$ cat src/rtl/vcp_pkg.sv
// Shared types, widths and constants of the vortex core profile block.
// No dependencies; every other file of the block but vcp_ram imports this package.
package vcp_pkg;

  // Field widths
  localparam int IN_W      = 10;
  localparam int CFG_W     = 18;
  localparam int CFG_IDX_W = 3;
  localparam int LEVEL_W   = 17;
  localparam int IDX_W     = 20;
  localparam int GW_W      = 11;

  // Register indexes of the configuration port
  localparam logic [CFG_IDX_W-1:0] REG_CENTRE_X   = 3'd0;
  localparam logic [CFG_IDX_W-1:0] REG_CENTRE_Y   = 3'd1;
  localparam logic [CFG_IDX_W-1:0] REG_RADIUS     = 3'd2;
  localparam logic [CFG_IDX_W-1:0] REG_LEVEL_MIN  = 3'd3;
  localparam logic [CFG_IDX_W-1:0] REG_LEVEL_MAX  = 3'd4;
  localparam logic [CFG_IDX_W-1:0] REG_GRID_WIDTH = 3'd5;

  // Reset values
  localparam logic [GW_W-1:0]    GRID_WIDTH  = 11'd1024;
  localparam logic [CFG_W-1:0]   RADIUS_RST  = 18'd256;
  localparam logic [LEVEL_W-1:0] ONE_Q16     = 17'd65536;

  // Distance datapath
  localparam int DIFF_W     = CFG_W + 1;      // signed dx, dy
  localparam int ABS_W      = CFG_W;          // |dx|, |dy|
  localparam int SQ_W       = 2 * ABS_W;      // dx*dx
  localparam int SUM_W      = SQ_W + 1;       // dx*dx + dy*dy
  localparam int RAD_W      = SUM_W + 1;      // radicand, even width
  localparam int ROOT_W     = RAD_W / 2;
  localparam int SQRT_REM_W = ROOT_W + 1;

  // Tanh table and lookup
  localparam int TANH_ENTRIES = 1024;
  localparam int TANH_ADDR_W  = $clog2(TANH_ENTRIES);
  localparam int FRAC_W       = 9;
  localparam int U_W          = TANH_ADDR_W + FRAC_W;   // unsaturated quotient bits
  localparam int U_SHIFT      = U_W - 16;               // r<<16 vs radius<<U_W
  localparam int PROD_W       = LEVEL_W + FRAC_W;
  localparam int BLEND_W      = 2 * LEVEL_W;

  // Table build recurrence, Q30
  localparam int T_W        = 31;
  localparam int STEP_W     = 24;
  localparam logic [STEP_W-1:0] TANH_STEP_Q30 = 24'd8388437;
  localparam int TPROD_W    = T_W + STEP_W;
  localparam int DVD_W      = T_W + 30;
  localparam int DVS_W      = 31;
  localparam int DCNT_W     = $clog2(DVD_W);

  typedef logic [IDX_W-1:0] idx_t;

endpackage

$ cat src/rtl/vcp_sqrt_pipe.sv
// Pipelined integer square root, one root bit per stage, with a pass-along tag.
// Uses vcp_pkg.
module vcp_sqrt_pipe
  import vcp_pkg::*;
(
  input  logic              clk,
  input  logic              rst,
  input  logic              in_valid,
  input  logic [RAD_W-1:0]  in_value,
  input  idx_t              in_tag,
  output logic              out_valid,
  output logic [ROOT_W-1:0] out_root,
  output idx_t              out_tag
);

  logic                  vld  [ROOT_W];
  logic [SQRT_REM_W-1:0] rem  [ROOT_W];
  logic [ROOT_W-1:0]     root [ROOT_W];
  logic [RAD_W-1:0]      rad  [ROOT_W];
  idx_t                  tag  [ROOT_W];

  for (genvar j = 0; j < ROOT_W; j++) begin : g_stage
    logic                  p_vld;
    logic [SQRT_REM_W-1:0] p_rem;
    logic [ROOT_W-1:0]     p_root;
    logic [RAD_W-1:0]      p_rad;
    idx_t                  p_tag;
    logic [SQRT_REM_W+1:0] rem_sh;
    logic [SQRT_REM_W+1:0] trial;
    logic [SQRT_REM_W+1:0] rem_diff;
    logic                  ge;

    if (j == 0) begin : g_first
      assign p_vld  = in_valid;
      assign p_rem  = '0;
      assign p_root = '0;
      assign p_rad  = in_value;
      assign p_tag  = in_tag;
    end else begin : g_rest
      assign p_vld  = vld[j-1];
      assign p_rem  = rem[j-1];
      assign p_root = root[j-1];
      assign p_rad  = rad[j-1];
      assign p_tag  = tag[j-1];
    end

    // Bring down the next two radicand bits, try root*4+1
    assign rem_sh   = {p_rem, p_rad[RAD_W-1 -: 2]};
    assign trial    = {1'b0, p_root, 2'b01};
    assign ge       = rem_sh >= trial;
    assign rem_diff = rem_sh - trial;

    always_ff @(posedge clk) begin
      if (rst) begin
        vld[j] <= 1'b0;
      end else begin
        vld[j] <= p_vld;
      end
      rem[j]  <= ge ? rem_diff[SQRT_REM_W-1:0] : rem_sh[SQRT_REM_W-1:0];
      root[j] <= {p_root[ROOT_W-2:0], ge};
      rad[j]  <= {p_rad[RAD_W-3:0], 2'b00};
      tag[j]  <= p_tag;
    end
  end

  assign out_valid = vld[ROOT_W-1];
  assign out_root  = root[ROOT_W-1];
  assign out_tag   = tag[ROOT_W-1];

endmodule

$ cat config.mk
export PLATFORM = sky130hd
export DESIGN_NAME = vcp_sqrt_pipe
export DESIGN_NICKNAME = d
export VERILOG_FILES = /design/src/rtl/vcp_pkg.sv /design/src/rtl/vcp_sqrt_pipe.sv
export SDC_FILE = /design/constraint.sdc
export NUM_CORES = 1
export LEC_CHECK = 0
export ABC_CLOCK_PERIOD_IN_PS = 7500
export BUFFER_PORTS_ARGS = -buffer_cell sky130_fd_sc_hd__buf_2
export CAP_MARGIN = 20
export CELL_PAD_IN_SITES_DETAIL_PLACEMENT = 1
export CELL_PAD_IN_SITES_GLOBAL_PLACEMENT = 1
export CORE_MARGIN = 1.5
export CORE_UTILIZATION = 53
export DETAILED_ROUTE_END_ITERATION = 12
export PLACE_DENSITY = 0.85
export SLEW_MARGIN = 20
export SYNTH_ARGS = -nofsm -noshare
export SYNTH_HDL_FRONTEND = slang
export SYNTH_SLANG_ARGS = --single-unit
$ cat constraint.sdc
create_clock -name clk -period 7.5 [get_ports clk]
set_clock_uncertainty 0.05 [all_clocks]
set_input_delay 0.75 -clock clk [delete_from_list [all_inputs] [get_ports clk]]
set_output_delay 0.75 -clock clk [all_outputs]
set_load 0.01 [all_outputs]
======== Word level (Yosys, flattened, before mapping) ========
Memory sizes are Yosys's and may differ from the RTL's.
Index checks and enable logic that the tools add are counted.
operators by class
  $lt $le $gt $ge ......................... 19
  add/sub/neg operators ................... 19
  mux-type cells .......................... 41
  bitwise logic cells ..................... 19
operators by type and width
  kind                 count
  $ge 22x21->1         18
  $mux 20              19
  $sub 20x20->20       18
  $mux 1               22
  $or 1x1->1           19
  $sub 2x1->3 const B  1
  $ge 2x1->1 const B   1
word-level totals
  bits in writable memories ............... 1824
  input port bits ......................... 61
  bits in registers ....................... 0
  memories ................................ 5
  logic and storage cells ................. 103
memory list
  memory  depth  width  rd ports  clocked after memory_dff  write ports  line                 text
  rad     19     36     18        0                         19           vcp_sqrt_pipe.sv:19  logic [RAD_W-1:0] rad [ROOT_W];
  rem     19     20     18        0                         19           vcp_sqrt_pipe.sv:17  logic [SQRT_REM_W-1:0] rem [ROOT_W];
  tag     19     20     19        0                         19           vcp_sqrt_pipe.sv:20  idx_t tag [ROOT_W];
  root    19     19     19        0                         19           vcp_sqrt_pipe.sv:18  logic [ROOT_W-1:0] root [ROOT_W];
  vld     19     1      19        0                         19           vcp_sqrt_pipe.sv:16  logic vld [ROOT_W];

======== Logic depth before layout (Yosys ltp) ========
Gate-level depths: netlist of run 1.
  depth in word-level cells ............... 3
  gate-level depth with buffers ........... 12
  gate-level depth less buffers ........... 10

======== Least setup slack after synthesis of run 1 ========
OpenSTA, ideal clock, no wires.
  kind .................................... register to register
  from .................................... memory root[10][0] (netlist name)
  to ...................................... memory rem[11][4] (netlist name)
  required time ........................... 7.363 ns
  path buffers ............................ 1
  path slack .............................. 4.877 ns
  period minus slack after synthesis ...... 2.623 ns
  arrival time ............................ 2.486 ns
  cell stages (with the launch flop) ...... 11
  library setup time ...................... 0.087 ns
  path through ............................ dfxtp_1 -> inv_1 -> ha_1 -> nor2b_1 -> o31a_1 -> o32ai_1 -> o211ai_1 -> nor2_1 -> clkbuf_1 -> nand2_1 -> o31ai_1
RTL lines
  item                line
  start: declaration  vcp_sqrt_pipe.sv:18
  end: declaration    vcp_sqrt_pipe.sv:17

==> run metrics, run 1 <==
total power=16.9 mW; max-slew violations=0; CP max FO=31; Critical Path Source=root[12][0]; initial antenna violation count=2; Ports=101; CTS Buffer Depth=3; routed len/inst=20.8 um; Post-Place Cells=4541; P_leak=20.8 nW; TritonCTS clock tree=done; met2 GRT Util=48.3%; adder-cell share of the synthesized area=6.62%; Final Cell Area=45400 sq um; Worst R2R Path Depth=8; global route overflow=0; gpl congestion=0.859; hold buffer count at CTS=0; Syn Nets=3792; WHS=0.0658 ns; CTS Sinks=1268; postcts setup bufs=0; post-synthesis compound-gate area fraction=10.5%; switching power=4.79 mW; setup tns final=0 ns; Clk pwr share=36.5%; P_int=12.2 mW; Resize count post-CTS=0; Warnings, synthesis=0; worst IR drop on VDD=0.000249 V; Final period util=47.5%; Starting Density=53.4%; Final Hold Fails=0; worst-margin pin slew=1.02 ns; Setup violations, final=0; First DRT Iteration DRCs=1491; Synth Area in Simple Gates=9.66%; Max Fclk=281 MHz; Reg2Reg Setup Slack=3.94 ns; status=finished, final reports clean; DRC violations left=0; row count=100; DPL Wire Length=58600 um; RSZ-0062 raised after global routing=no; Core ar.=74300 sq um; synth unique cells=82; die footprint=76600 sq um; total CTS buffers=117; Synth Flop Type=dfxtp_1; Via density=5.43; Min-Delay Path Class=in -> reg; Seq/Total Area, Yosys=63.9%; Routed WL=98700 um; Post-Syn Area=39700 sq um; share of cells above drive strength 1=9.29%; Seq pwr share=49.1%; gr busiest metal=met2; Synth Instances=3521; die width=277 um; DRT Pass-1 Iters=5; final worst slack=3.94 ns; WP data arrival=4.08 ns; placed cell areas=41300 sq um; CP max stage cell=o21a_1; Worst-Skew Late Latency=0.73 ns; crit-path max cell delay=0.85 ns; H-tree Lvls=3; startpoint types=flip-flop; most numerous cell on the critical path=o311ai_0; Slew headroom=32.1%; reg2reg end=rem[13][4]; WP data required=8.01 ns; Global Route met3 Usage=3.61%; syn_area_per_cell=11.3 sq um; Post-synth EDFFs=0; count of state elements after synthesis=1268; kind of critical path=reg -> reg; port bufs=100; xor/xnor share of the synthesized area=5.53%; nets@finish=3962; Max Cap Violations=0; crit end category=flip-flop; All-Layer GR Usage=25.8%; post-synthesis mux area share=0.791%; largest net degree at the start of global routing=37; Logic pwr share=14.4%; minimum clock period=3.56 ns; main combinational cell family by area after synthesis=compound AO/OA/AOI/OAI gates; Worst Setup EP=rem[13][4]; grt met1 use=29.1%; Final Util=61.0%; Die H=277 um; Clock Tree Root=clkbuf_16; final non-filler cell total=4757; number of global-route vias before repair=28500; post-route ant nets=0; Cell Chain, Critical Path=inv_1, ha_1, nor2b_1, o311ai_0, o211ai_1, o311ai_0, o21a_1, mux2_2; switch share=28.3%; Critical R2R Launch=root[12][0]; global-route wire length before repair=158000 um; dpl ws=3.99 ns; Area growth syn-to-layout=14.2%; share of synthesized registers carrying an async set or reset=0%; pwr/cell area=374 nW/um^2; via count of the routed design=25800; Worst-path clk slew=0.07 ns
==> synthesized netlist by cell type, types with 23 or more instances <==
master | count | area, sq um
o21a_1 | 48 | 360
nor2b_1 | 47 | 294
a21o_1 | 56 | 420
nand2_1 | 203 | 762
inv_1 | 256 | 961
clkbuf_1 | 50 | 188
nor4_1 | 39 | 244
xor2_1 | 124 | 1090
nor2_1 | 214 | 803
ha_1 | 210 | 2630
nand3_1 | 43 | 215
xnor2_1 | 127 | 1110
o21ai_0 | 173 | 866
dfxtp_1 | 1268 | 25400
a31oi_1 | 23 | 144
nor3_1 | 57 | 285
or3_1 | 27 | 169
nand4_1 | 30 | 188
a21oi_1 | 201 | 1010
nand2b_1 | 37 | 231
==> cells by family (layout without fill, tap and decap cells) <==
group	Yosys count	count (layout)
compound gates	662	662
xor+xnor	251	251
fa+ha+maj	210	210
buf+inv	316	582
flops	1268	1268
mux	29	29
other cells	1	2
simple gates	784	784
==> state kept, by name, indices dropped and copies added (netlist names) <==
register,flops
tag,380
rem,337
rad,342
root,190
vld,19
==> layout by cell type, fill, tap and decap left out, types with 18 or more instances in the layout <==
cell type,Yosys,routed
nor2b_1,47,47
clkbuf_1,50,19
a21oi_1,201,200
clkbuf_8,0,22
and3_1,18,18
dfxtp_1,1268,1268
nor4_1,39,39
mux2_2,19,19
xor2_1,124,124
nand3_1,43,43
buf_2,6,100
or3_1,27,27
nand2_1,203,203
a21o_1,56,56
clkbuf_16,0,117
nand2b_1,37,37
nand4_1,30,30
a31oi_1,23,23
ha_1,210,210
o21ai_0,173,173
nor3_1,57,57
clkinv_2,0,28
xnor2_1,127,127
nor2_1,214,214
o21a_1,48,48
inv_1,256,256
==> critical path, delay by kind of cell (launching register included) <==
family	cells	cell delay [ns]
and+or+nand+nor	1	0.18
muxes	1	0.42
DFF	1	0.34
adders and majority gates	1	0.33
AOI/OAI and AO/OA	4	2.09
buffers and inverters	1	0.05
==> cell type report <==
class / instances / area, sq um
Clock buffer: 158 / 3300
Inverter: 258 / 968
Multi-Input combinational cell: 1937 / 13200
Antenna cell: 1 / 2.50
Tap cell: 969 / 1210
Timing Repair Buffer: 109 / 568
Clock inverter: 57 / 766
Fill cell: 7622 / 29000
Sequential cell: 1268 / 25400
==> how the worst min path moves through the flow <==
stage,startpoint,slack (ns),to,cells after the start
3_3_place_gp,tag[5][15],0.26,tag[6][15],0
4_1_cts,in_value[3],0.02,rad[0][3],1
5_1_grt,in_value[5],0.03,rad[0][5],1
6_report,in_value[3],0.07,rad[0][3],1
2_1_floorplan,rad[9][18],0.26,rad[10][20],0
3_5_place_dp,rad[10][24],0.26,rad[11][26],0
==> power groups by stage <==
stage	combinational [mW]	sequential, mW	clock (mW)
after floorplan	1.77	8.16	0
after global placement	2.20	8.35	0
after detailed placement	2.29	8.40	0
after CTS	2.42	8.32	6.31
after global routing	2.70	8.41	6.59
final	2.43	8.33	6.18
==> per-layer routing <==
layer | part of all wire (%) | up-vias
met4 | 4.1 | 2
li1 | - | 12300
met1 | 40 | 12600
met5 | 0.011 | -
met3 | 3.6 | 307
met2 | 52 | 635
Power figures use the tool's default switching activity.
==> inputs of run 2 (changes only) <==
ABC_AREA = 1   (was default)
ABC_CLOCK_PERIOD_IN_PS = 3100   (was 7500)
CORE_UTILIZATION = 43   (was 53)
PLACE_DENSITY = 0.77   (was 0.85)
clock period = 3.1 ns   (was 7.5 ns; I/O delays follow)
==> run 2 against run 1 <==
Compared with the run above:
- utilization fell by 11 points
- highest routed layer is now met4
- power rose to 2.7 times the previous value
- worst setup slack got worse by 3.4 ns
- sequential power rose by 140%
- largest power group unchanged
- cell count rose by 46%
- synthesized area rose by 12%
- maximum frequency rose by 36%
- non-clock buffer count rose by 62
==> run metrics, run 2 <==
status=finished, final reports clean; Final Hold Fails=0; Reg2Reg Setup Slack=0.49 ns; kind of critical path=reg -> reg; crit-path max cell delay=0.52 ns; reg2reg end=rem[5][10]; total CTS buffers=130; global-route wire length before repair=178000 um; switch share=31.1%; Core ar.=103000 sq um; count of state elements after synthesis=1268; Die H=325 um; DRT Pass-1 Iters=5; global route overflow=0; setup tns final=0 ns; Post-Syn Area=44600 sq um; routed len/inst=15.6 um; largest net degree at the start of global routing=25; hold depth=2; die width=325 um; Setup violations, final=0; ant diodes=0; most common cell after layout, fill and taps aside=nand2_1; max-slew violations=0; Clock Tree Root=clkbuf_16; DPL Wire Length=82300 um; syn_area_per_cell=8.53 sq um; most frequent cell after synthesis=nand2_1; Final period util=84.2%; most frequent cells in the layout=1480 x nand2_1, 1268 x dfxtp_1, 774 x inv_1; CP max stage cell=nor2_2; Hold Path End=rad[0][22]; placed cell areas=46600 sq um; die footprint=106000 sq um; First DRT Iteration DRCs=1510; gpl congestion=0.909; Final Cell Area=51800 sq um; hold_sp=in_value[22]; Worst-Skew Late Latency=0.74 ns; Worst Path Buf+Inv=2; synth cell count leaders=1480 x nand2_1, 1268 x dfxtp_1, 774 x inv_1; switching power=14.1 mW; area share of the largest cell type after synthesis=56.9%; Cell Chain, Critical Path=inv_1, ha_1, a21oi_1, o21ai_2, nand2_1, nand2_1, nand2_1, nand2_1, nor2_2, buf_4, o21ai_1; Via density=4.71; dpl ws=0.542 ns; worst IR drop on VDD=0.000593 V; synth unique cells=46; DRC violations left=0; Area growth syn-to-layout=16.0%; initial antenna violation count=0; pwr/cell area=876 nW/um^2; P_leak=26.4 nW; Warnings, synthesis=0; Post-synth EDFFs=0; via count of the routed design=32800; biggest regs=tag x380, rad x342, rem x337; Starting Density=43.3%; Routed WL=109000 um; Slew headroom=52.1%; CTS Buffer Depth=3; post-route ant nets=0; Max Cap Violations=0; Worst-path clk slew=0.06 ns; Synth Flop Type=dfxtp_1; CTS Sinks=1268; postcts setup bufs=0; hold buffer count at CTS=62; row count=118; Critical R2R Launch=root[4][1]; crit end category=flip-flop; share of synthesized registers carrying an async set or reset=0%; TritonCTS clock tree=done; number of global-route vias before repair=34600; Ports=101; Most flops, register=tag; Worst R2R Path Depth=11; Min-Delay Path Class=in -> reg; Seq/Total Area, Yosys=56.9%; most numerous cell on the critical path=nand2_1; cell taking the most area after synthesis=dfxtp_1; P_int=31.2 mW; Resize count post-CTS=0; minimum clock period=2.61 ns; WP data required=3.66 ns; Clk pwr share=35.7%; nets@finish=5765; H-tree Lvls=4; total power=45.4 mW; Synth Instances=5234; port bufs=100; share of cells above drive strength 1=6.94%; Seq pwr share=44.9%; Logic pwr share=19.5%; CP delay by family, top=simple AND/OR/NAND/NOR gates; max reg flops=380; worst-margin pin slew=0.711 ns; startpoint types=flip-flop; RSZ-0062 raised after global routing=no; All-Layer GR Usage=20.9%; Critical Path Source=root[4][1]; CP max FO=13; Syn Nets=5505; Max Fclk=383 MHz; final worst slack=0.489 ns; main area contributors after synthesis=dfxtp_1 57%, nand2_1 12%, inv_1 6.5%; WP data arrival=3.17 ns
run 2: cell types whose count changed in the layout (fill, tap and decap cells not counted), sizes merged, moves of 37 or more:
cell	change
nand3b	+46
inv	+536
dlygate4sd3	+62
o21a	-44
a21o	-53
nand2b	-37
nand2	+1288
nor2	+211
xnor2	-71
nor2b	-47
nand3	+232
run 2: worst max path at each step:
stage,to,slack [ns],depth (start not counted)
2_1_floorplan,rem[15][0],1.27,14
3_3_place_gp,rem[12][15],0.58,8
3_5_place_dp,rem[5][3],0.54,12
4_1_cts,rem[5][3],0.52,12
5_1_grt,rem[12][2],0.25,9
6_report,rem[5][10],0.49,11
run 2: routing by layer:
| metal | vias up | part of all wire (%) | track usage (%) |
|---|---|---|---|
| li1 | 16700 | - | - |
| met1 | 15500 | 46 | 26.3 |
| met2 | 433 | 48 | 36.0 |
| met3 | 205 | 3.1 | 3.19 |
| met4 | 0 | 3.1 | 7.87 |
| met5 | - | 0 | 0 |
run 2: cell type report:
| type | instances | area [sq um] |
|---|---|---|
| Fill cell | 12100 | 51400 |
| Sequential cell | 1268 | 25400 |
| Multi-Input combinational cell | 3135 | 16000 |
| Clock buffer | 176 | 3730 |
| Inverter | 788 | 2960 |
| Tap cell | 1380 | 1730 |
| Timing Repair Buffer | 171 | 1190 |
| Clock inverter | 51 | 847 |
run 2: cells by family (layout without fill, tap and decap cells):
family	after synthesis	count (layout)	share of synthesized area, %
xor gates and xnor gates	157	157	3.08
AOI/OAI and AO/OA	388	388	4.63
buffers and inverters	831	1186	7.41
other	1	1	0.00840
and+or+nand+nor	2379	2379	22.1
DFF	1268	1268	56.9
adders and majority gates	210	210	5.89
run 2: worst reg2reg max path: stages, from the launching register on:
cell and delay (ns):
dfxtp_1 0.33, inv_1 0.05, ha_1 0.37, a21oi_1 0.25, o21ai_2 0.15, nand2_1 0.08, nand2_1 0.10, nand2_1 0.09
nand2_1 0.09, nor2_2 0.52, buf_4 0.31, o21ai_1 0.09
run 2: power groups by stage:
| stage | Sequential (mW) | Clock (mW) | Combinational [mW] |
|---|---|---|---|
| 3_3_place_gp | 20.7 | 0 | 8.42 |
| 3_5_place_dp | 20.7 | 0 | 8.68 |
| 5_1_grt | 20.6 | 17.4 | 10.1 |
| 6_report | 20.4 | 16.2 | 8.83 |
| 2_1_floorplan | 19.8 | 0 | 6.53 |
| 4_1_cts | 20.4 | 16.7 | 8.86 |
run 2: metrics by stage:
step / hold WS [ns] / std cells / utilization [%]
after floorplan: 0.260 / 5234 / -
after CTS: 0.0716 / 6969 / 50.2
after global routing: 0.107 / 6969 / 50.2
after global placement: 0.259 / 6680 / 45.1
after detailed placement: 0.263 / 6680 / 45.1
final: 0.149 / 6969 / 50.2
